===== config.mk =====
export PLATFORM = sky130hd
export DESIGN_NAME = taabb_minmax
export DESIGN_NICKNAME = d
export VERILOG_FILES = /design/src/rtl/core/transformed_aabb_bounds_assert.svh /design/src/rtl/core/taabb_pkg.sv /design/src/rtl/core/taabb_minmax.sv
export SDC_FILE = /design/constraint.sdc
export NUM_CORES = 2
export LEC_CHECK = 0
export ABC_AREA = 1
export ABC_CLOCK_PERIOD_IN_PS = 114700
export BUFFER_PORTS_ARGS = -buffer_cell sky130_fd_sc_hd__buf_2
export CORE_AREA = 2 2 749 751
export CTS_CLUSTER_SIZE = 8
export DETAILED_ROUTE_END_ITERATION = 8
export DIE_AREA = 0 0 751 753
export SETUP_SLACK_MARGIN = 0.02
export SKIP_CTS_REPAIR_TIMING = 1
export SYNTH_ARGS = -nofsm -noshare
export SYNTH_HDL_FRONTEND = slang
export SYNTH_SLANG_ARGS = --single-unit

===== constraint.sdc =====
create_clock -name clk_i -period 114.7 [get_ports clk_i]
set_input_delay 17.205 -clock clk_i [delete_from_list [all_inputs] [get_ports clk_i]]
set_output_delay 17.205 -clock clk_i [all_outputs]
set_load 0.05 [all_outputs]

===== src/rtl/core/transformed_aabb_bounds_assert.svh =====
// Assertion macros for the transformed box bounds block
`ifndef TRANSFORMED_AABB_BOUNDS_ASSERT_SVH
`define TRANSFORMED_AABB_BOUNDS_ASSERT_SVH

// same-cycle implication, disabled while reset is asserted
`define TAABB_ASSERT_NOW(lbl, clk, rst_n, ante, cons) \
  lbl: assert property (@(posedge clk) disable iff (!(rst_n)) (ante) |-> (cons)) \
    else $error("taabb assertion failed");

// next-cycle implication, disabled while reset is asserted
`define TAABB_ASSERT_NEXT(lbl, clk, rst_n, ante, cons) \
  lbl: assert property (@(posedge clk) disable iff (!(rst_n)) (ante) |=> (cons)) \
    else $error("taabb assertion failed");

`endif


===== src/rtl/core/taabb_pkg.sv =====
// Types and constants shared by the transformed box bounds pipeline
package taabb_pkg;

  localparam int unsigned FracBits = 16;

  typedef logic signed [31:0] q16_t;
  typedef logic signed [47:0] prod_t;   // 64-bit product >>> 16
  typedef logic signed [48:0] psum_t;   // sum of two terms
  typedef logic signed [49:0] tsum_t;   // sum of four terms

  typedef q16_t  [2:0][3:0] mat_t;      // [row][col], row0_col0 lowest
  typedef q16_t  [2:0]      vec3_t;     // x lowest
  typedef prod_t [2:0][2:0] prod3_t;    // [row][col]
  typedef psum_t [2:0]      psum3_t;
  typedef logic  [2:0][30:0] half3_t;

  // register indexes of the configuration port
  localparam logic [2:0] RegObjMinX = 3'd0;
  localparam logic [2:0] RegObjMinY = 3'd1;
  localparam logic [2:0] RegObjMinZ = 3'd2;
  localparam logic [2:0] RegObjMaxX = 3'd3;
  localparam logic [2:0] RegObjMaxY = 3'd4;
  localparam logic [2:0] RegObjMaxZ = 3'd5;

  typedef struct packed {
    prod3_t pmin;   // entry times object minimum
    prod3_t pmax;   // entry times object maximum
    vec3_t  trans;
  } mul_t;

  typedef struct packed {
    prod3_t lo;
    prod3_t hi;
    vec3_t  trans;
  } mm_t;

  typedef struct packed {
    half3_t half;
    vec3_t  center;
    vec3_t  wmax;
    vec3_t  wmin;
  } res_t;

endpackage


===== src/rtl/core/taabb_minmax.sv =====
// Stage 2: per-term minimum and maximum over the two box bounds
module taabb_minmax (
  input  logic             clk_i,
  input  logic             rst_ni,
  input  logic             valid_i,
  output logic             ready_o,
  input  taabb_pkg::mul_t  data_i,
  output logic             valid_o,
  input  logic             ready_i,
  output taabb_pkg::mm_t   data_o
);
  import taabb_pkg::*;

  mm_t  data_d, data_q;
  logic valid_q;

  // terms are independent per column, so the corner extremes split into them
  always_comb begin
    data_d = data_q;
    for (int r = 0; r < 3; r++) begin
      for (int c = 0; c < 3; c++) begin
        if ($signed(data_i.pmin[r][c]) < $signed(data_i.pmax[r][c])) begin
          data_d.lo[r][c] = data_i.pmin[r][c];
          data_d.hi[r][c] = data_i.pmax[r][c];
        end else begin
          data_d.lo[r][c] = data_i.pmax[r][c];
          data_d.hi[r][c] = data_i.pmin[r][c];
        end
      end
    end
    data_d.trans = data_i.trans;
  end

  assign ready_o = !valid_q || ready_i;

  always_ff @(posedge clk_i or negedge rst_ni) begin
    if (!rst_ni) begin
      valid_q <= 1'b0;
    end else if (ready_o) begin
      valid_q <= valid_i;
    end
  end

  always_ff @(posedge clk_i) begin
    if (valid_i && ready_o) begin
      data_q <= data_d;
    end
  end

  assign valid_o = valid_q;
  assign data_o  = data_q;

endmodule


Word-level counts from Yosys, hierarchy flattened --
Index checks and enable logic that the tools add are counted.
Word-level totals: register bits after elaboration 961, bits in latches 0, memory bits (writable) 0, memory bits (read-only) 0, input port bits 964, output and inout bits 962, word-level logic and storage cells 52, memories 0
Operators by class: add/sub/neg operators 0, $mul 0, divide/modulo/power cells 0, $lt $le $gt $ge 9, eq/ne operators 0, shifts and indexed selects 0, multiplexer cells 18, bitwise operators 0, reductions and logical operators 3
Operators by type and width (count):
- 48-bit two-way mux | 18
- 48-bit < comparator | 9
- 1-bit logical AND | 1
- 1-bit zero test | 1
- 1-bit logical OR | 1

Longest topological paths before layout --
depth in word-level cells 3, mapped depth 17, gate-level depth less buffers 15

Least setup slack after synthesis --
No wires, ideal clock.
kind input to register, from input port valid_i, to register data_q (netlist bit data_o[0]) (enable), library setup time 2606 ps, arrival time 63143 ps, required time 112094 ps, slack 48951 ps, stages on the path 2, buffers on the path 0, path through inv_1 > a21oi_1
On the way: longest elaborated chain between the ends 1
Ends and longest elaborated chain:
- start: declaration | RTL line taabb_minmax.sv:5 | input logic valid_i,
- 1-bit logical AND | RTL line taabb_minmax.sv:45 | if (valid_i && ready_o) begin
- end signal: assignment | RTL line taabb_minmax.sv:46 | data_q <= data_d;
- end: declaration | RTL line taabb_minmax.sv:14 | mm_t data_d, data_q;
No other way between the ends. A chain may end at the register's enable or synchronous reset.

Final worst setup path --
from input port ready_i, to output port ready_o
On the way: longest elaborated chain between the ends 1
Ends and longest elaborated chain:
- start: declaration | RTL line taabb_minmax.sv:9 | input logic ready_i,
- 1-bit logical OR | RTL line taabb_minmax.sv:34 | assign ready_o = !valid_q || ready_i;
- end: declaration | RTL line taabb_minmax.sv:6 | output logic ready_o,
No other way between the ends.

==> flow_metrics.env <==
export IMPL_worstSetupPathType="in -> out"
export IMPL_hold_depth=2
export IMPL_gr_usage_met2_pct=23.4
export IMPL_routed_via_density=3.61
export IMPL_worst_slack_ns=79.78
export IMPL_antenna_found_initial=203
export IMPL_postRouteAntennaNets=0
export IMPL_cts_buffers=157
export IMPL_cts_sinks=961
export IMPL_synth_main_ff_cell="edfxtp_1"
export IMPL_routabilityCongestion=0.987
export IMPL_hpwl_um=405000
export IMPL_status="complete, no violations"
export IMPL_timing_final_crit_period_ns=34.92
export IMPL_die_x_um=751
export IMPL_finalNetCount=8968
export IMPL_synth_area_leaders="edfxtp_1, nand3_1, ha_1"
export IMPL_clockBufferDepth=4
export IMPL_power_leakage_nw=34.8
export IMPL_cts_tree="done"
export IMPL_critPathLaunch="ready_i"
export IMPL_synthCells=5804
export IMPL_reg2reg_slack_ns=109.06
export IMPL_hold_viol=0
export IMPL_grt_start_max_net_pins=95
export IMPL_vias=54900
export IMPL_cp_max_fo=2
export IMPL_path_clk_slew_ns=0.05
export IMPL_reg2reg_depth=7
export IMPL_die_area_sq_um=566000
export IMPL_fin_setup_tns_ns=0
export IMPL_cp_cell_sequence="buf_2 -> inv_1 -> nand2_1 -> buf_2"
export IMPL_synth_top_area_share_pct=53.6
export IMPL_ys_warn_count=0
export IMPL_ys_top_cells_by_count="nand3_1, nand2_1, edfxtp_1"
export IMPL_use_met1_pct=16.4
export IMPL_rows=275
export IMPL_regArea_sq_um=28900
export IMPL_worst_skew_pair_late_latency_ns=0.83
export IMPL_power_density_nw_per_um2=17.3
export IMPL_drc=0
export IMPL_rsz0062_at_grt="no"
export IMPL_endpoint="ready_o"
export IMPL_grt_pass1_vias=50600
export IMPL_total_power_w=0.00132
export IMPL_worst_slew_pin_transition_ns=1.15
export IMPL_io_pin_count=1926
export IMPL_grt_overflow=0
export IMPL_setup_violations=0
export IMPL_relSlewSlack_pct=23.1
export IMPL_busiest_layer="met2"
export IMPL_grt_usage_pct=15.9
export IMPL_fillCellCount=63700
export IMPL_avgSynthCellArea_sq_um=9.27
export IMPL_ys_seq_elements=961
export IMPL_post_route_period_util_pct=30.4
export IMPL_max_cap_violations=0
export IMPL_initial_core_util_pct=9.64
export IMPL_final_max_slew_viol_count=0
export IMPL_synth_area_leader_cell="edfxtp_1"
export IMPL_r2r_start="valid_o"
export IMPL_pre_cts_slack_ns=79.77
export IMPL_portBuffers=1925
export IMPL_cts_max_level=4
export IMPL_routed_wl_um=472000
export IMPL_fp_dieH_um=753
export IMPL_drive_gt1_share_pct=28.9
export IMPL_synth_fp_nets=7191
export IMPL_synth_edf_count=960
export IMPL_cts_root_buffer="clkbuf_16"
export IMPL_yosys_cell_types_count=23
export IMPL_async_flop_share_pct=0.104
export IMPL_slowest_stage="buf_2"
export IMPL_critical_path_required_ns=97.49
export IMPL_max_stage_delay_ns=0.22
export IMPL_drtPass1Iterations=9
export IMPL_crit_path_end_kind="output port"
export IMPL_hp_class="reg -> reg"
export IMPL_fmax_mhz=28.6
export IMPL_drtIter0Drc=6362
export IMPL_wl_per_cell_um=31.0
export IMPL_timing_rr_end="data_o[856]"
export IMPL_multi_input_area_sq_um=21400
export IMPL_grt_use_met3_pct=13.0
export IMPL_cp_arrival_ns=17.71
export IMPL_ir_drop_mv=0.0112
export IMPL_fin_skew_ns=0.0568
export IMPL_core_area_sq_um=558000
export IMPL_synth_most_common_cell="nand3_1"
export IMPL_start_kind="primary input"
export IMPL_syn_area_sq_um=53800
export IMPL_grt_pass1_wl_um=577000
export IMPL_cp_common_cell="buf_2"
export IMPL_area_growth_pct=42.3
export IMPL_hold_ws_ns=0.601
export IMPL_ys_seq_area_share_pct=53.6
[flip-flops by register name, indices dropped and copies added (netlist names)]
signal and flops:
valid_o 1, data_o 960
[placed cells by master, fill, tap and decap left out, types with 3 or more instances in the layout]
cell / Yosys / final
buf_2: 242 / 1925
nand3_1: 1738 / 1720
nand2_1: 1306 / 1290
edfxtp_1: 960 / 960
inv_1: 565 / 565
ha_1: 423 / 423
a21oi_1: 187 / 186
clkbuf_16: 0 / 160
nor2_1: 108 / 108
diode_2: 0 / 93
o21ai_0: 60 / 59
buf_4: 4 / 53
nand4_1: 40 / 40
nor3_1: 26 / 26
clkbuf_1: 99 / 20
nand3_4: 0 / 14
clkinv_1: 0 / 13
nand2_2: 6 / 12
nand2_4: 0 / 10
a21o_1: 7 / 7
o21a_1: 7 / 7
a21boi_0: 6 / 6
bufinv_16: 0 / 6
clkinvlp_4: 0 / 6
nand3_2: 0 / 4
inv_6: 0 / 3
clkinv_2: 0 / 3
clkinv_4: 0 / 3
clkinv_16: 0 / 3
[where the power goes]
part	internal, W	total (W)	leakage, nW	switching, W
sequential	0.000435	0.000446	9.18	0.0000109
combinational	0.0000803	0.000419	23.4	0.000339
clock	0.000264	0.000458	2.20	0.000194
[area by class of cell]
class                           instances  area share [%]
Antenna cell                           93           0.304
Inverter                              565            2.77
Clock buffer                          180            5.33
Clock inverter                         40           0.632
Sequential cell                       961            37.7
Multi-Input combinational cell       3918            28.0
Tap cell                             7479            12.2
Timing Repair Buffer                 1978            13.1
[how the worst min path moves through the flow]
stage	from	end	slack [ns]
floorplan	valid_o	valid_o	1.13
global placement	valid_o	valid_o	0.64
detailed placement	valid_o	valid_o	0.60
CTS	valid_o	valid_o	0.61
global route	valid_o	valid_o	0.63
finish	valid_o	valid_o	0.60
[cell families after synthesis]
kind of cell | share of synthesized area [%]
DFF | 53.6
buffers and inverters | 7.13
AOI/OAI and AO/OA | 2.59
and+or+nand+nor | 26.8
adders and majority gates | 9.83
[worst max-delay path, delay by kind of cell]
family	cells	cell delay [ns]
buf+inv	3	0.42
simple gates	1	0.09
[layer usage]
| metal | vias to the layer above | wire length, um |
|---|---|---|
| met4 | 70 | 23800 |
| met5 | - | 466 |
| li1 | 23800 | - |
| met3 | 779 | 92600 |
| met1 | 26600 | 160000 |
| met2 | 3642 | 195000 |
[stage by stage]
step,util [%],std cells,instance area [sq um]
2_1_floorplan,-,5804,53800
3_3_place_gp,12.9,14900,71800
3_5_place_dp,12.9,14900,71800
4_1_cts,13.7,15100,76300
5_1_grt,13.7,15200,76500
6_report,13.7,15200,76600
Power figures use the tool's default switching activity.
