### src/rtl/core/transformed_aabb_bounds_assert.svh
// Assertion macros for the transformed box bounds block
`ifndef TRANSFORMED_AABB_BOUNDS_ASSERT_SVH
`define TRANSFORMED_AABB_BOUNDS_ASSERT_SVH

// same-cycle implication, disabled while reset is asserted
`define TAABB_ASSERT_NOW(lbl, clk, rst_n, ante, cons) \
  lbl: assert property (@(posedge clk) disable iff (!(rst_n)) (ante) |-> (cons)) \
    else $error("taabb assertion failed");

// next-cycle implication, disabled while reset is asserted
`define TAABB_ASSERT_NEXT(lbl, clk, rst_n, ante, cons) \
  lbl: assert property (@(posedge clk) disable iff (!(rst_n)) (ante) |=> (cons)) \
    else $error("taabb assertion failed");

`endif

### src/rtl/core/taabb_pkg.sv
// Types and constants shared by the transformed box bounds pipeline
package taabb_pkg;

  localparam int unsigned FracBits = 16;

  typedef logic signed [31:0] q16_t;
  typedef logic signed [47:0] prod_t;   // 64-bit product >>> 16
  typedef logic signed [48:0] psum_t;   // sum of two terms
  typedef logic signed [49:0] tsum_t;   // sum of four terms

  typedef q16_t  [2:0][3:0] mat_t;      // [row][col], row0_col0 lowest
  typedef q16_t  [2:0]      vec3_t;     // x lowest
  typedef prod_t [2:0][2:0] prod3_t;    // [row][col]
  typedef psum_t [2:0]      psum3_t;
  typedef logic  [2:0][30:0] half3_t;

  // register indexes of the configuration port
  localparam logic [2:0] RegObjMinX = 3'd0;
  localparam logic [2:0] RegObjMinY = 3'd1;
  localparam logic [2:0] RegObjMinZ = 3'd2;
  localparam logic [2:0] RegObjMaxX = 3'd3;
  localparam logic [2:0] RegObjMaxY = 3'd4;
  localparam logic [2:0] RegObjMaxZ = 3'd5;

  typedef struct packed {
    prod3_t pmin;   // entry times object minimum
    prod3_t pmax;   // entry times object maximum
    vec3_t  trans;
  } mul_t;

  typedef struct packed {
    prod3_t lo;
    prod3_t hi;
    vec3_t  trans;
  } mm_t;

  typedef struct packed {
    half3_t half;
    vec3_t  center;
    vec3_t  wmax;
    vec3_t  wmin;
  } res_t;

endpackage

### src/rtl/core/taabb_sum.sv
// Stages 3 and 4: add terms and translation, saturate to 32 bits
module taabb_sum (
  input  logic              clk_i,
  input  logic              rst_ni,
  input  logic              valid_i,
  output logic              ready_o,
  input  taabb_pkg::mm_t    data_i,
  output logic              valid_o,
  input  logic              ready_i,
  output taabb_pkg::vec3_t  lo_o,
  output taabb_pkg::vec3_t  hi_o
);
  import taabb_pkg::*;

  // stage 3: pair sums
  psum3_t lo01_d, lo01_q, lo2t_d, lo2t_q;
  psum3_t hi01_d, hi01_q, hi2t_d, hi2t_q;
  logic   valid_a_q, ready_a;
  // stage 4: full sum and saturation
  tsum_t  lo_tot [3];
  tsum_t  hi_tot [3];
  vec3_t  lo_d, lo_q, hi_d, hi_q;
  logic   valid_b_q;

  function automatic q16_t sat32(input tsum_t v);
    q16_t res;
    if (v[49:31] == {19{v[49]}}) begin
      res = v[31:0];
    end else if (v[49]) begin
      res = {1'b1, 31'd0};
    end else begin
      res = {1'b0, {31{1'b1}}};
    end
    return res;
  endfunction

  always_comb begin
    for (int r = 0; r < 3; r++) begin
      lo01_d[r] = {data_i.lo[r][0][47], data_i.lo[r][0]} + {data_i.lo[r][1][47], data_i.lo[r][1]};
      hi01_d[r] = {data_i.hi[r][0][47], data_i.hi[r][0]} + {data_i.hi[r][1][47], data_i.hi[r][1]};
      lo2t_d[r] = {data_i.lo[r][2][47], data_i.lo[r][2]}
                + {{17{data_i.trans[r][31]}}, data_i.trans[r]};
      hi2t_d[r] = {data_i.hi[r][2][47], data_i.hi[r][2]}
                + {{17{data_i.trans[r][31]}}, data_i.trans[r]};
    end
  end

  always_comb begin
    for (int r = 0; r < 3; r++) begin
      lo_tot[r] = {lo01_q[r][48], lo01_q[r]} + {lo2t_q[r][48], lo2t_q[r]};
      hi_tot[r] = {hi01_q[r][48], hi01_q[r]} + {hi2t_q[r][48], hi2t_q[r]};
      lo_d[r]   = sat32(lo_tot[r]);
      hi_d[r]   = sat32(hi_tot[r]);
    end
  end

  assign ready_a = !valid_b_q || ready_i;
  assign ready_o = !valid_a_q || ready_a;

  always_ff @(posedge clk_i or negedge rst_ni) begin
    if (!rst_ni) begin
      valid_a_q <= 1'b0;
      valid_b_q <= 1'b0;
    end else begin
      if (ready_o) begin
        valid_a_q <= valid_i;
      end
      if (ready_a) begin
        valid_b_q <= valid_a_q;
      end
    end
  end

  always_ff @(posedge clk_i) begin
    if (valid_i && ready_o) begin
      lo01_q <= lo01_d;
      lo2t_q <= lo2t_d;
      hi01_q <= hi01_d;
      hi2t_q <= hi2t_d;
    end
    if (valid_a_q && ready_a) begin
      lo_q <= lo_d;
      hi_q <= hi_d;
    end
  end

  assign valid_o = valid_b_q;
  assign lo_o    = lo_q;
  assign hi_o    = hi_q;

endmodule

### config.mk
export PLATFORM = sky130hd
export DESIGN_NAME = taabb_sum
export DESIGN_NICKNAME = d
export VERILOG_FILES = /design/src/rtl/core/transformed_aabb_bounds_assert.svh /design/src/rtl/core/taabb_pkg.sv /design/src/rtl/core/taabb_sum.sv
export SDC_FILE = /design/constraint.sdc
export NUM_CORES = 2
export LEC_CHECK = 0
export ABC_AREA = 0
export BUFFER_PORTS_ARGS = -buffer_cell sky130_fd_sc_hd__buf_2
export CELL_PAD_IN_SITES_DETAIL_PLACEMENT = 0
export CELL_PAD_IN_SITES_GLOBAL_PLACEMENT = 1
export CORE_AREA = 2 2 456 458
export CTS_BUF_LIST = sky130_fd_sc_hd__clkbuf_16
export DETAILED_ROUTE_END_ITERATION = 12
export DIE_AREA = 0 0 458 460
export GPL_TIMING_DRIVEN = 0
export MAX_ROUTING_LAYER = met4
export PLACE_DENSITY = 0.68
export SLEW_MARGIN = 30
export SYNTH_ARGS = -nofsm -noshare
export SYNTH_HDL_FRONTEND = slang
export SYNTH_SLANG_ARGS = --single-unit
### constraint.sdc
create_clock -name clk_i -period 17.8 [get_ports clk_i]
set_input_delay 0.89 -clock clk_i [delete_from_list [all_inputs] [get_ports clk_i]]
set_output_delay 0.89 -clock clk_i [all_outputs]
set_load 0.05 [all_outputs]
Word level (Yosys, flattened, before mapping)
Cells that the tools add are included.
- register bits after elaboration: 782
- bits in latches: 0
- RAM bits: 0
- ROM bits: 0
- input bits: 964
- output and inout port bits: 194
- word-level logic and storage cells: 62
- memories: 0
- add/subtract/negate cells: 18
- multiply operators: 0
- div/mod/pow operators: 0
- magnitude comparators: 0
- equal/unequal tests: 6
- shift-type cells: 0
- muxes and demuxes: 12
- bitwise operators: 0
- reduce and logical (&&, ||, !) cells: 6
- operator list (kind ; number):
    two-way mux 32 bit ; 12
    adder 49 x 49 -> 50 bit ; 6
    adder 48 x 32 -> 49 bit ; 6
    adder 48 x 48 -> 49 bit ; 6
    equality test 18 bit ; 6
    logical AND 1 bit ; 2
    logical NOT 1 bit ; 2
    logical OR 1 bit ; 2

Logic depth before layout (Yosys ltp)
- word-level depth: 4
- gate-level depth with buffers: 17
- gate-level depth less buffers: 15

Worst setup path after synthesis
Ideal clock, no wire load.
- path type: input to register
- from: input port ready_i
- to: register hi01_q[0] (netlist name) (enable)
- setup time: 1028 ps
- data arrival time: 14631 ps
- required time: 16772 ps
- setup slack: 2141 ps
- cell stages on the path: 2
- buffers on the path: 0
- path through: nand3b_1 and2_1
- cells in the longest elaborated chain, start to end: 3
- ends and longest elaborated chain (element ; line ; text):
    start, declared ; taabb_sum.sv:9 ; input logic ready_i,
    logical OR 1 bit ; taabb_sum.sv:57 ; assign ready_a = !valid_b_q || ready_i;
    logical OR 1 bit ; taabb_sum.sv:58 ; assign ready_o = !valid_a_q || ready_a;
    logical AND 1 bit ; taabb_sum.sv:75 ; if (valid_i && ready_o) begin
    end signal, assigned ; taabb_sum.sv:78 ; hi01_q <= hi01_d;
    end, declared ; taabb_sum.sv:17 ; psum3_t hi01_d, hi01_q, hi2t_d, hi2t_q;
No other way between the ends.
A chain may end at the register's enable or synchronous reset.

==> summary.txt <==
Status
  – Status: complete, no violations

Floorplan
  – Die ar.: 0.211 mm2
  – IO Count: 1,158
  – Row count: 167
  – Initial core utilization: 35.3%
  – Floorplan die height: 460 um
  – Core area: 0.206 mm2
  – Die extent in x: 458 um

Synthesis
  – Adder-Cell Fraction of Synth Area: 15.5%
  – Mapped Cells: 7,868
  – Synthesized Nets: 9,720
  – Distinct cell type count after synthesis: 109
  – Post-Syn Area: 0.0728 mm2
  – Post-Synth XOR/XNOR Area: 8.75%
  – Ys Warns: 0
  – Largest family of logic cells by synthesized area: compound AO/OA/AOI/OAI gates
  – Synthesis-stage register bit count: 782
  – Post-synthesis mux area share: 1.18%
  – EDFF count, synth: 780
  – Share of flip-flops with an asynchronous set or reset: 0.256%
  – Compound-Gate Fraction of Synth Area: 25.6%
  – Avg Inst Size Synth: 9.25 um2
  – Leading register cell type out of synthesis: edfxtp_1
  – Post-synthesis simple-gate area fraction: 14.1%
  – Part of the Yosys area used for sequential elements: 32.3%

Timing
  – Count of final hold-check violations: 0
  – Setup ws final: 11.56 ns
  – Worst-Margin Slew: 1.04 ns
  – Clock skew: 0.0436 ns
  – Crit share post-route: 35.0%
  – RSZ-0062 raised after global routing: false
  – Max transition margin: 30.4%
  – Final min period: 6.24 ns
  – Setup_tns: 0 ns
  – Final setup violating endpoints: 0
  – Fmax: 160 MHz
  – Max Slew Vio Count: 0

Global route
  – Gr usage total: 26.9%
  – Initial antenna violation count: 108
  – Number of global-route vias before repair: 65,113
  – First-pass GRT wire length: 415 mm
  – Largest net degree at the start of global routing: 54
  – Grt ovf: 0

Cells and area
  – Layout cell share with drive strength beyond 1: 16.0%
  – Area of the multi-input gates: 0.0475 mm2
  – FF+latch area: 0.0235 mm2
  – Area grow syn2layout: 18.0%
  – Post-layout util: 41.7%
  – Final-stage net count: 10,997
  – Final std cells w/o fill: 12,003
  – Filler cell count: 20,600

Placed design
  – Dpl ws: 11.53 ns
  – Final HPWL DP: 243 mm
  – Gpl congestion: 0.978
  – Port bufs: 1,157
  – Placed cell count: 11,748

Drt
  – 1st-iter DRT viols: 5,180
  – DR vias: 67,647
  – Per-cell routed wire length: 23.9 um
  – Post-route DRC violation count: 0
  – Drt pass-1 iters: 6
  – Avg Vias per Cell: 5.64
  – Drt total wl: 287 mm
  – Detail Route Antenna Nets: 0

CTS
  – Sink Count: 782
  – Hold buffer count at CTS: 1
  – Worst-path clk slew: 0.06 ns
  – Post-CTS setup buffer count: 0
  – H-tree depth: 3
  – CTS tree: done
  – TritonCTS buffer count: 98
  – Post-CTS Resized: 0
  – Root buffer cell: clkbuf_16
  – Worst-Skew Late Latency: 0.76 ns
  – Clock Path Buffers: 3

Worst setup path
  – WS Path Type: reg2reg
  – Worst Path Required: 18.27 ns
  – Crit Path Max Fanout: 10
  – Data arrival, critical path: 6.70 ns
  – Crit. End Element: register
  – CP startpoint kind: register

Power and ir drop
  – Power Dens Cells: 103 mW/mm2
  – P_leak: 37.5 nW
  – VDD IR max: 0.0000742 V
  – Total Power: 0.00881 W

Min path
  – Hold WC Path Type: in2reg

Flow run
  – Max-cap violations: 0
-- report_power, final --
part / leakage, nW / switching [W] / internal (W)
registers: 7.45 / 0.000137 / 0.00245
logic: 28.4 / 0.00269 / 0.00148
clock network: 1.64 / 0.000896 / 0.00115
-- per-stage QoR --
stage | hold WS, ns | cell area [um2]
6_report | 0.363 | 85900
5_1_grt | 0.342 | 85900
4_1_cts | 0.298 | 85700
3_5_place_dp | 0.498 | 82500
3_3_place_gp | 0.464 | 82000
2_1_floorplan | 0.449 | 72800
-- routing by layer --
metal / global-route usage (%) / share of wire [%]
met4: 9.87 / 3.6
met2: 43.0 / 46
met1: 34.4 / 44
met5: - / 0
met3: 3.85 / 6.4
-- path summary, 6_finish.rpt --
kind	start	endpoint	slack, ns	depth (start not counted)
hold / removal	valid_i	valid_a_q$_DFFE_PN0N_	0.36	2
setup / recovery	lo2t_q[102]$_DFFE_PP_	lo_o[88]$_DFFE_PP_	11.56	15
max in group asynchronous	rst_ni	valid_o$_DFFE_PN0P_	17.26	2
setup reg to reg	lo2t_q[102]$_DFFE_PP_	lo_o[88]$_DFFE_PP_	11.56	15
hold reg to reg	valid_a_q$_DFFE_PN0N_	valid_o$_DFFE_PN0P_	0.51	1
min in group asynchronous	rst_ni	valid_a_q$_DFFE_PN0N_	0.45	2
-- final cells by class --
class / instances / share of cell area (%)
buffer: 178 / 0.856
clock buffer: 99 / 2.88
timing repair buffer: 1177 / 7.30
inverter: 305 / 1.33
multi-input combinational: 6603 / 55.3
antenna: 72 / 0.210
sequential: 782 / 27.3
clock inverter: 83 / 0.897
tap: 2704 / 3.94
-- worst max-delay path, stage by stage, from the launching register on --
cell and delay, ns:
edfxtp_1 0.40, ha_1 0.35, nand2_1 0.10, nor3_1 0.39
o31ai_1 0.23, a2111oi_1 0.90, o2111ai_1 0.49, a2111oi_0 0.81
o31ai_4 0.15, buf_6 0.19, o41ai_1 0.07, o2111ai_1 0.15
nor4_1 0.33, a41oi_1 0.50, buf_2 0.38, o22ai_1 0.51
-- cell usage in the layout, fill, tap and decap left out, types with 103 or more instances in the layout --
master,n
and2_1,112
a21o_1,533
nand4_1,103
nand2_1,470
and3_1,110
o21ai_0,490
nand3_1,163
ha_1,870
nand2b_1,140
nor3_1,140
o21a_1,113
xor2_1,244
edfxtp_1,780
buf_2,1178
o21bai_1,136
nor2b_1,116
inv_1,316
xnor2_1,483
clkbuf_1,147
a21oi_1,828
nor2_1,470
-- Yosys cell counts (all sizes together) (47+ instances only) --
library cell / number / share of area [%]
a211oi: 72 / 0.74
a21o: 533 / 5.5
a21oi: 831 / 5.7
a221oi: 55 / 0.67
a31oi: 92 / 0.81
and2: 117 / 1.0
and3: 110 / 0.95
clkbuf: 147 / 0.76
edfxtp: 780 / 32
ha: 870 / 15
inv: 304 / 1.6
mux2i: 71 / 0.98
nand2: 470 / 2.4
nand2b: 140 / 1.2
nand3: 163 / 1.1
nand4: 103 / 0.89
nor2: 470 / 2.4
nor2b: 116 / 1.0
nor3: 141 / 0.97
o211ai: 50 / 0.52
o21a: 113 / 1.2
o21ai: 530 / 3.6
o21bai: 136 / 1.4
o31ai: 47 / 0.50
or3: 54 / 0.47
xnor2: 483 / 5.8
xor2: 244 / 2.9
-- sequential cells by signal, indices dropped and copies added, names as in the netlist --
signal and flops:
hi01_q 147, hi2t_q 147, hi_o 96, lo01_q 147
lo2t_q 147, lo_o 96, valid_a_q 1, valid_o 1
-- logic make-up after synthesis --
kind of cell | count (synthesis)
mux | 84
compound gates | 2861
flops | 782
buf+inv | 483
fa+ha+maj | 888
simple gates | 2043
xor+xnor | 727
Power figures use the tool's default switching activity.
