### src/rtl/core/transformed_aabb_bounds_assert.svh
// Assertion macros for the transformed box bounds block
`ifndef TRANSFORMED_AABB_BOUNDS_ASSERT_SVH
`define TRANSFORMED_AABB_BOUNDS_ASSERT_SVH

// same-cycle implication, disabled while reset is asserted
`define TAABB_ASSERT_NOW(lbl, clk, rst_n, ante, cons) \
  lbl: assert property (@(posedge clk) disable iff (!(rst_n)) (ante) |-> (cons)) \
    else $error("taabb assertion failed");

// next-cycle implication, disabled while reset is asserted
`define TAABB_ASSERT_NEXT(lbl, clk, rst_n, ante, cons) \
  lbl: assert property (@(posedge clk) disable iff (!(rst_n)) (ante) |=> (cons)) \
    else $error("taabb assertion failed");

`endif

### src/rtl/core/taabb_pkg.sv
// Types and constants shared by the transformed box bounds pipeline
package taabb_pkg;

  localparam int unsigned FracBits = 16;

  typedef logic signed [31:0] q16_t;
  typedef logic signed [47:0] prod_t;   // 64-bit product >>> 16
  typedef logic signed [48:0] psum_t;   // sum of two terms
  typedef logic signed [49:0] tsum_t;   // sum of four terms

  typedef q16_t  [2:0][3:0] mat_t;      // [row][col], row0_col0 lowest
  typedef q16_t  [2:0]      vec3_t;     // x lowest
  typedef prod_t [2:0][2:0] prod3_t;    // [row][col]
  typedef psum_t [2:0]      psum3_t;
  typedef logic  [2:0][30:0] half3_t;

  // register indexes of the configuration port
  localparam logic [2:0] RegObjMinX = 3'd0;
  localparam logic [2:0] RegObjMinY = 3'd1;
  localparam logic [2:0] RegObjMinZ = 3'd2;
  localparam logic [2:0] RegObjMaxX = 3'd3;
  localparam logic [2:0] RegObjMaxY = 3'd4;
  localparam logic [2:0] RegObjMaxZ = 3'd5;

  typedef struct packed {
    prod3_t pmin;   // entry times object minimum
    prod3_t pmax;   // entry times object maximum
    vec3_t  trans;
  } mul_t;

  typedef struct packed {
    prod3_t lo;
    prod3_t hi;
    vec3_t  trans;
  } mm_t;

  typedef struct packed {
    half3_t half;
    vec3_t  center;
    vec3_t  wmax;
    vec3_t  wmin;
  } res_t;

endpackage

### src/rtl/core/taabb_fin.sv
// Stage 5: centre and half-lengths into the output register
module taabb_fin (
  input  logic              clk_i,
  input  logic              rst_ni,
  input  logic              valid_i,
  output logic              ready_o,
  input  taabb_pkg::vec3_t  lo_i,
  input  taabb_pkg::vec3_t  hi_i,
  output logic              valid_o,
  input  logic              ready_i,
  output taabb_pkg::res_t   res_o
);
  import taabb_pkg::*;

  logic signed [32:0] sum [3];
  logic signed [32:0] dif [3];
  res_t res_d, res_q;
  logic valid_q;

  always_comb begin
    for (int r = 0; r < 3; r++) begin
      sum[r] = {lo_i[r][31], lo_i[r]} + {hi_i[r][31], hi_i[r]};
      dif[r] = {hi_i[r][31], hi_i[r]} - {lo_i[r][31], lo_i[r]};
      res_d.wmin[r]   = lo_i[r];
      res_d.wmax[r]   = hi_i[r];
      res_d.center[r] = sum[r][32:1];   // arithmetic halving
      res_d.half[r]   = dif[r][31:1];   // never negative
    end
  end

  assign ready_o = !valid_q || ready_i;

  always_ff @(posedge clk_i or negedge rst_ni) begin
    if (!rst_ni) begin
      valid_q <= 1'b0;
    end else if (ready_o) begin
      valid_q <= valid_i;
    end
  end

  always_ff @(posedge clk_i) begin
    if (valid_i && ready_o) begin
      res_q <= res_d;
    end
  end

  assign valid_o = valid_q;
  assign res_o   = res_q;

endmodule

### config.mk
export PLATFORM = sky130hd
export DESIGN_NAME = taabb_fin
export DESIGN_NICKNAME = d
export VERILOG_FILES = /design/src/rtl/core/transformed_aabb_bounds_assert.svh /design/src/rtl/core/taabb_pkg.sv /design/src/rtl/core/taabb_fin.sv
export SDC_FILE = /design/constraint.sdc
export NUM_CORES = 1
export LEC_CHECK = 0
export ABC_AREA = 0
export BUFFER_PORTS_ARGS = -buffer_cell sky130_fd_sc_hd__buf_2
export CORE_MARGIN = 4
export CORE_UTILIZATION = 45
export CTS_BUF_LIST = sky130_fd_sc_hd__clkbuf_4 sky130_fd_sc_hd__clkbuf_8
export CTS_CLUSTER_SIZE = 14
export DETAILED_ROUTE_END_ITERATION = 7
export HOLD_SLACK_MARGIN = 0.05
export PLACE_DENSITY = 0.68
export SKIP_LAST_GASP = 1
export SLEW_MARGIN = 20
export SYNTH_ARGS = -nofsm -noshare
export SYNTH_HDL_FRONTEND = slang
export SYNTH_SLANG_ARGS = --single-unit
### constraint.sdc
create_clock -name clk_i -period 29.6 [get_ports clk_i]
set_input_delay 1.48 -clock clk_i [delete_from_list [all_inputs] [get_ports clk_i]]
set_output_delay 1.48 -clock clk_i [all_outputs]
set_load 0.005 [all_outputs]
# --- Word level (Yosys, flattened, before mapping) ---
# Cells that the tools add are included.
totals:
  register_bits: 382
  inputBits: 196
  output_inout_bits: 383
  wordCells: 22
op_classes:
  addsub: 6
  n_reduce_logical: 3
op_table:
  columns: ["op", "n"]
  rows:
  - ["adder 32 x 32 -> 33 bit", 3]
  - ["subtractor 32 bit", 3]
  - ["logical AND 1 bit", 1]
  - ["logical NOT 1 bit", 1]
  - ["logical OR 1 bit", 1]

# --- Longest topological paths before layout ---
# Gate-level depths: netlist of the first run.
logic_depth:
  depth_word: 3
  mapped_depth: 12
  ltp_nobuf: 11

# --- Least setup slack after synthesis of the first run ---
# Ideal clock, no wire load.
synth_path:
  path_kind: "input -> register"
  start: "input ready_i"
  end: "register res_q (netlist bit res_o[0]), enable pin"
  setup_time_ps: 794
  t_arrival_ps: 10277
  t_required_ps: 28806
  setup_slack_ps: 18529
  path_stages: 2
  n_path_buf: 0
  cell_sequence: "nand2b_1 and2_1"
synth_via:
  elab_chain_cells: 2
synth_rtl:
  columns: ["item", "line", "source"]
  rows:
  - ["from (decl)", "taabb_fin.sv:10", "input logic ready_i,"]
  - ["logical OR 1 bit", "taabb_fin.sv:31", "assign ready_o = !valid_q || ready_i;"]
  - ["logical AND 1 bit", "taabb_fin.sv:42", "if (valid_i && ready_o) begin"]
  - ["to (signal assigned)", "taabb_fin.sv:43", "res_q <= res_d;"]
  - ["to (decl)", "taabb_fin.sv:17", "res_t res_d, res_q;"]
# Every way passes these cells.
# A chain may end at the register's enable or synchronous reset.

==> results.sh, run 1 <==
export IMPL_status="completed"
export IMPL_first_pass_iters=8
export IMPL_gr_usage_all_layers_pct=24.8
export IMPL_finalHoldViolCount=0
export IMPL_syn_avg_cell_area_sq_um=11.3
export IMPL_io_buffers=578
export IMPL_cts_tree="yes"
export IMPL_crit_path_start_kind="primary input"
export IMPL_rsz0062_at_grt="false"
export IMPL_cts_clk_slew_worst_paths_ns=0.06
export IMPL_crit_fanout=4
export IMPL_yosysWarnings=0
export IMPL_pre_cts_ws_ns=24.66
export IMPL_clkLatencyLatePin_ns=0.64
export IMPL_post_synth_xor_area_fraction_pct=6.74
export IMPL_fin_crit_ns=4.37
export IMPL_synth_compound_area_share_pct=14.8
export IMPL_htreeDepth=3
export IMPL_synth_area_leader_cell="edfxtp_1"
export IMPL_netlist_top_cells_area="edfxtp_1, ha_1, xnor2_1"
export IMPL_nets=2868
export IMPL_numCtsBuffers=69
export IMPL_holdPathStages=2
export IMPL_use_met3_pct=5.71
export IMPL_gp_congestion=0.924
export IMPL_fin_ws_ns=25.23
export IMPL_fin_worst_skew_ns=0.0186
export IMPL_postCtsHoldBufs=0
export IMPL_fin_crit_sh_pct=14.8
export IMPL_setup_violations_final=0
export IMPL_dieArea_sq_um=51200
export IMPL_dp_hpwl_mm=51.9
export IMPL_power_leakage_nw=11.3
export IMPL_clock_sinks=382
export IMPL_async_reset_ff_share_pct=0.262
export IMPL_use_met1_pct=31.9
export IMPL_synth_main_ff_cell="edfxtp_1"
export IMPL_max_slew_margin_rel_pct=34.7
export IMPL_synthAdderAreaFrac_pct=11.2
export IMPL_post_drt_wl_per_cell_um=20.9
export IMPL_wirelength_mm=65.7
export IMPL_synth_edf_count=381
export IMPL_grt_pass1_wl_mm=98.4
export IMPL_r2r_end="res_o[208]$_DFFE_PP_"
export IMPL_grt_most_used_layer="met2"
export IMPL_path_class="in2reg"
export IMPL_drive_gt1_share_pct=28.2
export IMPL_p_per_area_nw_per_um2=58.0
export IMPL_whs_endpoint="valid_o$_DFFE_PN0N_"
export IMPL_final_common_cell="buf_2"
export IMPL_grt_max_degree=166
export IMPL_ios=579
export IMPL_initialDrtViolationCount=1231
export IMPL_r2r_slack_ns=26.95
export IMPL_dieWidth_um=226
export IMPL_cts_resized_gates=0
export IMPL_timing_rr_start="valid_o$_DFFE_PN0N_"
export IMPL_cp_arrival_ns=4.75
export IMPL_critPathCaptureType="flop"
export IMPL_worstMarginPinSlew_ns=0.979
export IMPL_ys_ff_latch=382
export IMPL_start_util_pct=45.8
export IMPL_grt_overflow_total=0
export IMPL_post_cts_setup_buffers=0
export IMPL_slowest_delay_ns=0.62
export IMPL_synth_cells=1892
export IMPL_synth_mux_area_share_pct=0.0992
export IMPL_ys_seq_area_share_pct=53.5
export IMPL_drv_cap=0
export IMPL_hp_start="valid_o$_DFFE_PN0N_"
export IMPL_fp_dieH_um=226
export IMPL_areaGrowthSynthToFinish_pct=22.9
export IMPL_vias=16900
export IMPL_coreArea_sq_um=46900
export IMPL_finalSetupTns_ns=0
export IMPL_path_cells="buf_2 > and2_1 > fa_1 > nand2b_1 > a21oi_1 > o21a_1 > o21ai_0 > a41oi_1 > a21boi_0 > o211ai_1 > a221o_1 > xnor2_1"
export IMPL_synth_top_area_share_pct=53.4
export IMPL_ant_nets=0
export IMPL_layout_common_cells="buf_2, edfxtp_1, ha_1"
export IMPL_grt_use_met2_pct=42.1
export IMPL_clock_fmax_mhz=229
export IMPL_slew_viol_final=0
export IMPL_ff2ff_path_depth=3
export IMPL_crit_path_top_delay_cell="a21boi_0"
export IMPL_yosys_cell_types_count=74
export IMPL_clockBufferDepth=3
export IMPL_hold_class="reg2reg"
export IMPL_critPathRequiredTime_ns=29.98
export IMPL_drcViolationCount=0
export IMPL_synth_fp_nets=2277
export IMPL_yosys_area_share_simple_pct=9.24
export IMPL_antenna_found_initial=1
export IMPL_grt_pass1_vias=17000
export IMPL_finish_utilization_pct=56.2
export IMPL_synth_cell_area_sq_um=21400
export IMPL_vdd_drop_max_mv=0.0389
export IMPL_root_buffer="clkbuf_8"
export IMPL_via_per_inst=5.38
export IMPL_rows=79
export IMPL_synth_top_family_by_area="compound AO/OA/AOI/OAI gates"
export IMPL_fillers=4111
## stage by stage
| stage | total power [mW] | cells | hold WS (ns) | cell area, sq um |
|---|---|---|---|---|
| 6_report | 1.53 | 3143 | 0.568 | 26300 |
| 3_3_place_gp | 1.01 | 3019 | 0.515 | 24900 |
| 4_1_cts | 1.54 | 3142 | 0.556 | 26300 |
| 3_5_place_dp | 1.01 | 3019 | 0.557 | 24900 |
| 2_1_floorplan | 0.888 | 1892 | 0.537 | 21400 |
| 5_1_grt | 1.60 | 3142 | 0.576 | 26300 |
## where the power goes
group	internal [mW]	switching, mW	leakage [nW]	total (mW)
Clock	0.301	0.222	0.756	0.522
Sequential	0.662	0.0132	3.64	0.675
Combinational	0.129	0.201	6.96	0.330
## worst max-delay path by stage
stage | from | end | slack [ns]
3_5_place_dp | lo_i[64] | res_o[285]$_DFFE_PP_ | 24.66
5_1_grt | lo_i[2] | res_o[317]$_DFFE_PP_ | 25.14
2_1_floorplan | ready_i | res_o[0]$_DFFE_PP_ | 18.53
3_3_place_gp | lo_i[32] | res_o[249]$_DFFE_PP_ | 24.68
6_report | lo_i[64] | res_o[285]$_DFFE_PP_ | 25.23
4_1_cts | lo_i[64] | res_o[285]$_DFFE_PP_ | 25.36
## worst max-delay path: cells and delay by family
kind	cells	cell delay, ns
buffers and inverters	1	0.12
adder cells (fa/ha/maj)	1	0.42
AO/OA/AOI/OAI	7	2.29
AND/OR/NAND/NOR	2	0.30
XOR/XNOR	1	0.14
## cells by family (layout without fill, tap and decap cells)
| family | count (synthesis) | in the layout |
|---|---|---|
| DFF | 382 | 382 |
| AOI/OAI and AO/OA | 490 | 490 |
| buffers and inverters | 248 | 891 |
| and+or+nand+nor | 416 | 416 |
| adders and majority gates | 189 | 189 |
| other | 0 | 1 |
| xor gates and xnor gates | 165 | 165 |
| muxes | 2 | 2 |
## area by class of cell
class	count	area (sq um)	area share [%]
sequential	382	11500	43.5
multi-input combinational	1262	9040	34.3
timing repair buffer	582	2940	11.1
clock buffer	88	1120	4.24
tap	607	759	2.88
inverter	186	698	2.65
clock inverter	35	323	1.23
antenna	1	2.50	0.00950
## registers in the layout (all words and copies together) (netlist names)
signal / cells
res_o: 381
valid_o: 1
## cell usage after synthesis, types with 4 or more instances
cell type	instances
ha_1	183
a2111oi_0	7
a221oi_1	5
xor2_1	23
clkinv_1	6
o31a_1	4
nand2_1	62
buf_2	6
clkbuf_1	55
o21ai_0	72
a41oi_1	6
nor3_1	45
a21o_1	38
a21oi_1	180
a211o_1	4
o211ai_1	10
nand2b_1	23
nor2b_1	26
a211oi_1	13
o31ai_1	18
nor2_1	164
o21bai_1	46
nand3b_1	4
edfxtp_1	381
or2_2	9
o221ai_1	5
and3_1	6
nand3_1	25
or4_1	6
xnor2_1	142
nor4_1	14
nand4_1	15
fa_1	6
a31oi_1	20
o211a_1	4
o21a_1	12
and2_1	10
inv_1	180
a311o_1	4
## layer usage
layer / wire length, um / up-vias
li1: - / 8049
met1: 27200 / 8123
met2: 32000 / 649
met3: 4880 / 85
met4: 1560 / 2
met5: 12 / -
No activity file was read; power rests on OpenSTA's default activity.
==> inputs of run 2 (changes only) <==
Clock period 29.6 ns to 4.3 ns, I/O delays scaled along.
==> run 2 against run 1 <==
Effect of this change:
- non-clock buffer count is 205 higher
- register-to-register slack worse by 25 ns
- routed wire length is 7.7% higher
- critical path depth is 1 higher
- combinational power grew to 7.5 times the previous value
- hold slack worse by 0.24 ns
- worst setup slack worse by 25 ns
- sequential power grew to 6.9 times the previous value
- count of clock-buffer cells in the layout is 8 lower
- cell count is 6.2% higher
- sequential share of layout area is 3.2 points lower
- total power grew to 7.1 times the previous value
==> results.sh, run 2 (same netlist as run 1, synthesis figures left out) <==
export IMPL_critPathRequiredTime_ns=4.64
export IMPL_critical_path_top_delay_family="compound AO/OA/AOI/OAI gates"
export IMPL_fillers=3861
export IMPL_coreArea_sq_um=46900
export IMPL_finalHoldViolCount=0
export IMPL_power_leakage_nw=12.2
export IMPL_gp_congestion=0.905
export IMPL_grt_pass1_wl_mm=106
export IMPL_p_int_mw=7.71
export IMPL_fp_dieH_um=226
export IMPL_drcViolationCount=0
export IMPL_ios=579
export IMPL_dr_wl_met2_mm=35.4
export IMPL_cts_clk_slew_worst_paths_ns=0.06
export IMPL_largest_reg_flops=381
export IMPL_areaGrowthSynthToFinish_pct=32.4
export IMPL_grt_max_degree=79
export IMPL_finalInstanceArea_sq_um=28400
export IMPL_wl_met1_mm=27.4
export IMPL_power_switching_mw=3.08
export IMPL_whs_endpoint="res_o[66]$_DFFE_PP_"
export IMPL_clock_fmax_mhz=276
export IMPL_clockBufferDepth=3
export IMPL_first_pass_iters=5
export IMPL_path_class="in2reg"
export IMPL_post_cts_setup_buffers=0
export IMPL_fin_crit_sh_pct=84.2
export IMPL_final_common_cell="buf_2"
export IMPL_hold_class="in2reg"
export IMPL_crit_path_start_kind="primary input"
export IMPL_gr_usage_all_layers_pct=26.7
export IMPL_vdd_drop_max_mv=0.308
export IMPL_crit_buf_inv=4
export IMPL_grt_overflow_total=0
export IMPL_path_cells="dlygate4sd3_1 > buf_2 > inv_1 > ha_1 > nor3_1 > o211a_1 > o21ai_0 > a41oi_1 > a21boi_0 > buf_4 > o211ai_1 > a221o_1 > a31oi_1"
export IMPL_slew_viol_final=0
export IMPL_worstMarginPinSlew_ns=0.953
export IMPL_fin_worst_skew_ns=0.0254
export IMPL_dieWidth_um=226
export IMPL_critPathCaptureType="flop"
export IMPL_ant_nets=0
export IMPL_ff2ff_path_depth=3
export IMPL_p_per_area_nw_per_um2=380
export IMPL_antenna_found_initial=1
export IMPL_root_buffer="clkbuf_8"
export IMPL_crit_fanout=9
export IMPL_nets=3071
export IMPL_rsz0062_at_grt="false"
export IMPL_clkLatencyLatePin_ns=0.64
export IMPL_setup_violations_final=0
export IMPL_r2r_slack_ns=2.15
export IMPL_wirelength_mm=70.7
export IMPL_n_antenna_cell=0
export IMPL_timing_rr_start="valid_o$_DFFE_PN0N_"
export IMPL_post_drt_wl_per_cell_um=21.2
export IMPL_status="completed"
export IMPL_seq_power_share_pct=43.0
export IMPL_initialDrtViolationCount=1277
export IMPL_htreeDepth=3
export IMPL_hp_start="lo_i[66]"
export IMPL_placed_area_sq_um=25000
export IMPL_combinationalPowerShare_pct=22.9
export IMPL_via_per_inst=5.40
export IMPL_crit_path_top_delay_cell="dlygate4sd3_1"
export IMPL_holdPathStages=2
export IMPL_numCtsBuffers=67
export IMPL_clkPwrFrac_pct=34.1
export IMPL_clock_sinks=382
export IMPL_netSwitchingFraction_pct=28.5
export IMPL_drive_gt1_share_pct=26.1
export IMPL_r2r_end="res_o[6]$_DFFE_PP_"
export IMPL_cp_arrival_ns=3.96
export IMPL_start_util_pct=45.8
export IMPL_dp_hpwl_mm=53.4
export IMPL_io_buffers=578
export IMPL_grt_pass1_vias=18300
export IMPL_max_slew_margin_rel_pct=36.5
export IMPL_wl_met3_mm=5.74
export IMPL_fin_crit_ns=3.62
export IMPL_finalSetupTns_ns=0
export IMPL_rows=79
export IMPL_layout_common_cells="buf_2, edfxtp_1, dlygate4sd3_1"
export IMPL_cts_tree="yes"
export IMPL_drv_cap=0
export IMPL_dieArea_sq_um=51200
export IMPL_vias=18000
export IMPL_top_layer="met4"
export IMPL_slowest_delay_ns=0.57
## run 2: repair_timing
item,CTS,global route
hold buffers,196,0
resized for setup,0,0
endpoints found under the hold margin,197,0
## run 2: cell type report
| type | count | area (sq um) | area share, % |
|---|---|---|---|
| tap | 607 | 759 | 2.67 |
| multi-input combinational | 1262 | 9050 | 31.9 |
| sequential | 382 | 11500 | 40.4 |
| timing repair buffer | 787 | 5000 | 17.6 |
| inverter | 186 | 698 | 2.46 |
| clock inverter | 34 | 383 | 1.35 |
| clock buffer | 80 | 1040 | 3.68 |
## run 2: metal layers
metal	vias up	GRT usage, %
met4	0	8.56
met3	135	6.85
met5	-	0
li1	8441	-
met2	803	47.1
met1	8632	32.2
## run 2: stage by stage
step	hold slack [ns]	worst slack, ns	std cells	total power, mW	utilization (%)
floorplan	-0.0806	0.671	1892	6.05	-
global placement	-0.00965	0.742	3028	6.99	53.4
detailed placement	-0.00554	0.713	3028	7.00	53.4
CTS	0.260	0.813	3338	10.8	60.6
global route	0.270	0.431	3338	11.3	60.6
finish	0.330	0.680	3338	10.8	60.6
## run 2: worst register-to-register path: stages (launching register included)
cell,delay (ns)
dfrtp_1,0.38
nand2b_1,0.11
and2_4,0.77
buf_12,0.50
## run 2: power by group through the flow
stage | logic (mW) | registers, mW | clock network (mW)
after floorplan | 1.29 | 4.76 | 0
final | 2.47 | 4.64 | 3.68
after detailed placement | 2.29 | 4.71 | 0
after CTS | 2.45 | 4.64 | 3.76
after global routing | 2.69 | 4.66 | 3.94
after global placement | 2.28 | 4.70 | 0
## run 2: how the worst max path moves through the flow
stage	startpoint	end	slack (ns)	cells after the start
floorplan	valid_o$_DFFE_PN0N_	res_o[0]$_DFFE_PP_	0.67	2
global placement	lo_i[75]	res_o[287]$_DFFE_PP_	0.74	12
detailed placement	lo_i[17]	res_o[223]$_DFFE_PP_	0.71	12
CTS	lo_i[75]	res_o[287]$_DFFE_PP_	0.81	13
global route	lo_i[66]	res_o[280]$_DFFE_PP_	0.43	13
finish	lo_i[75]	res_o[287]$_DFFE_PP_	0.68	13
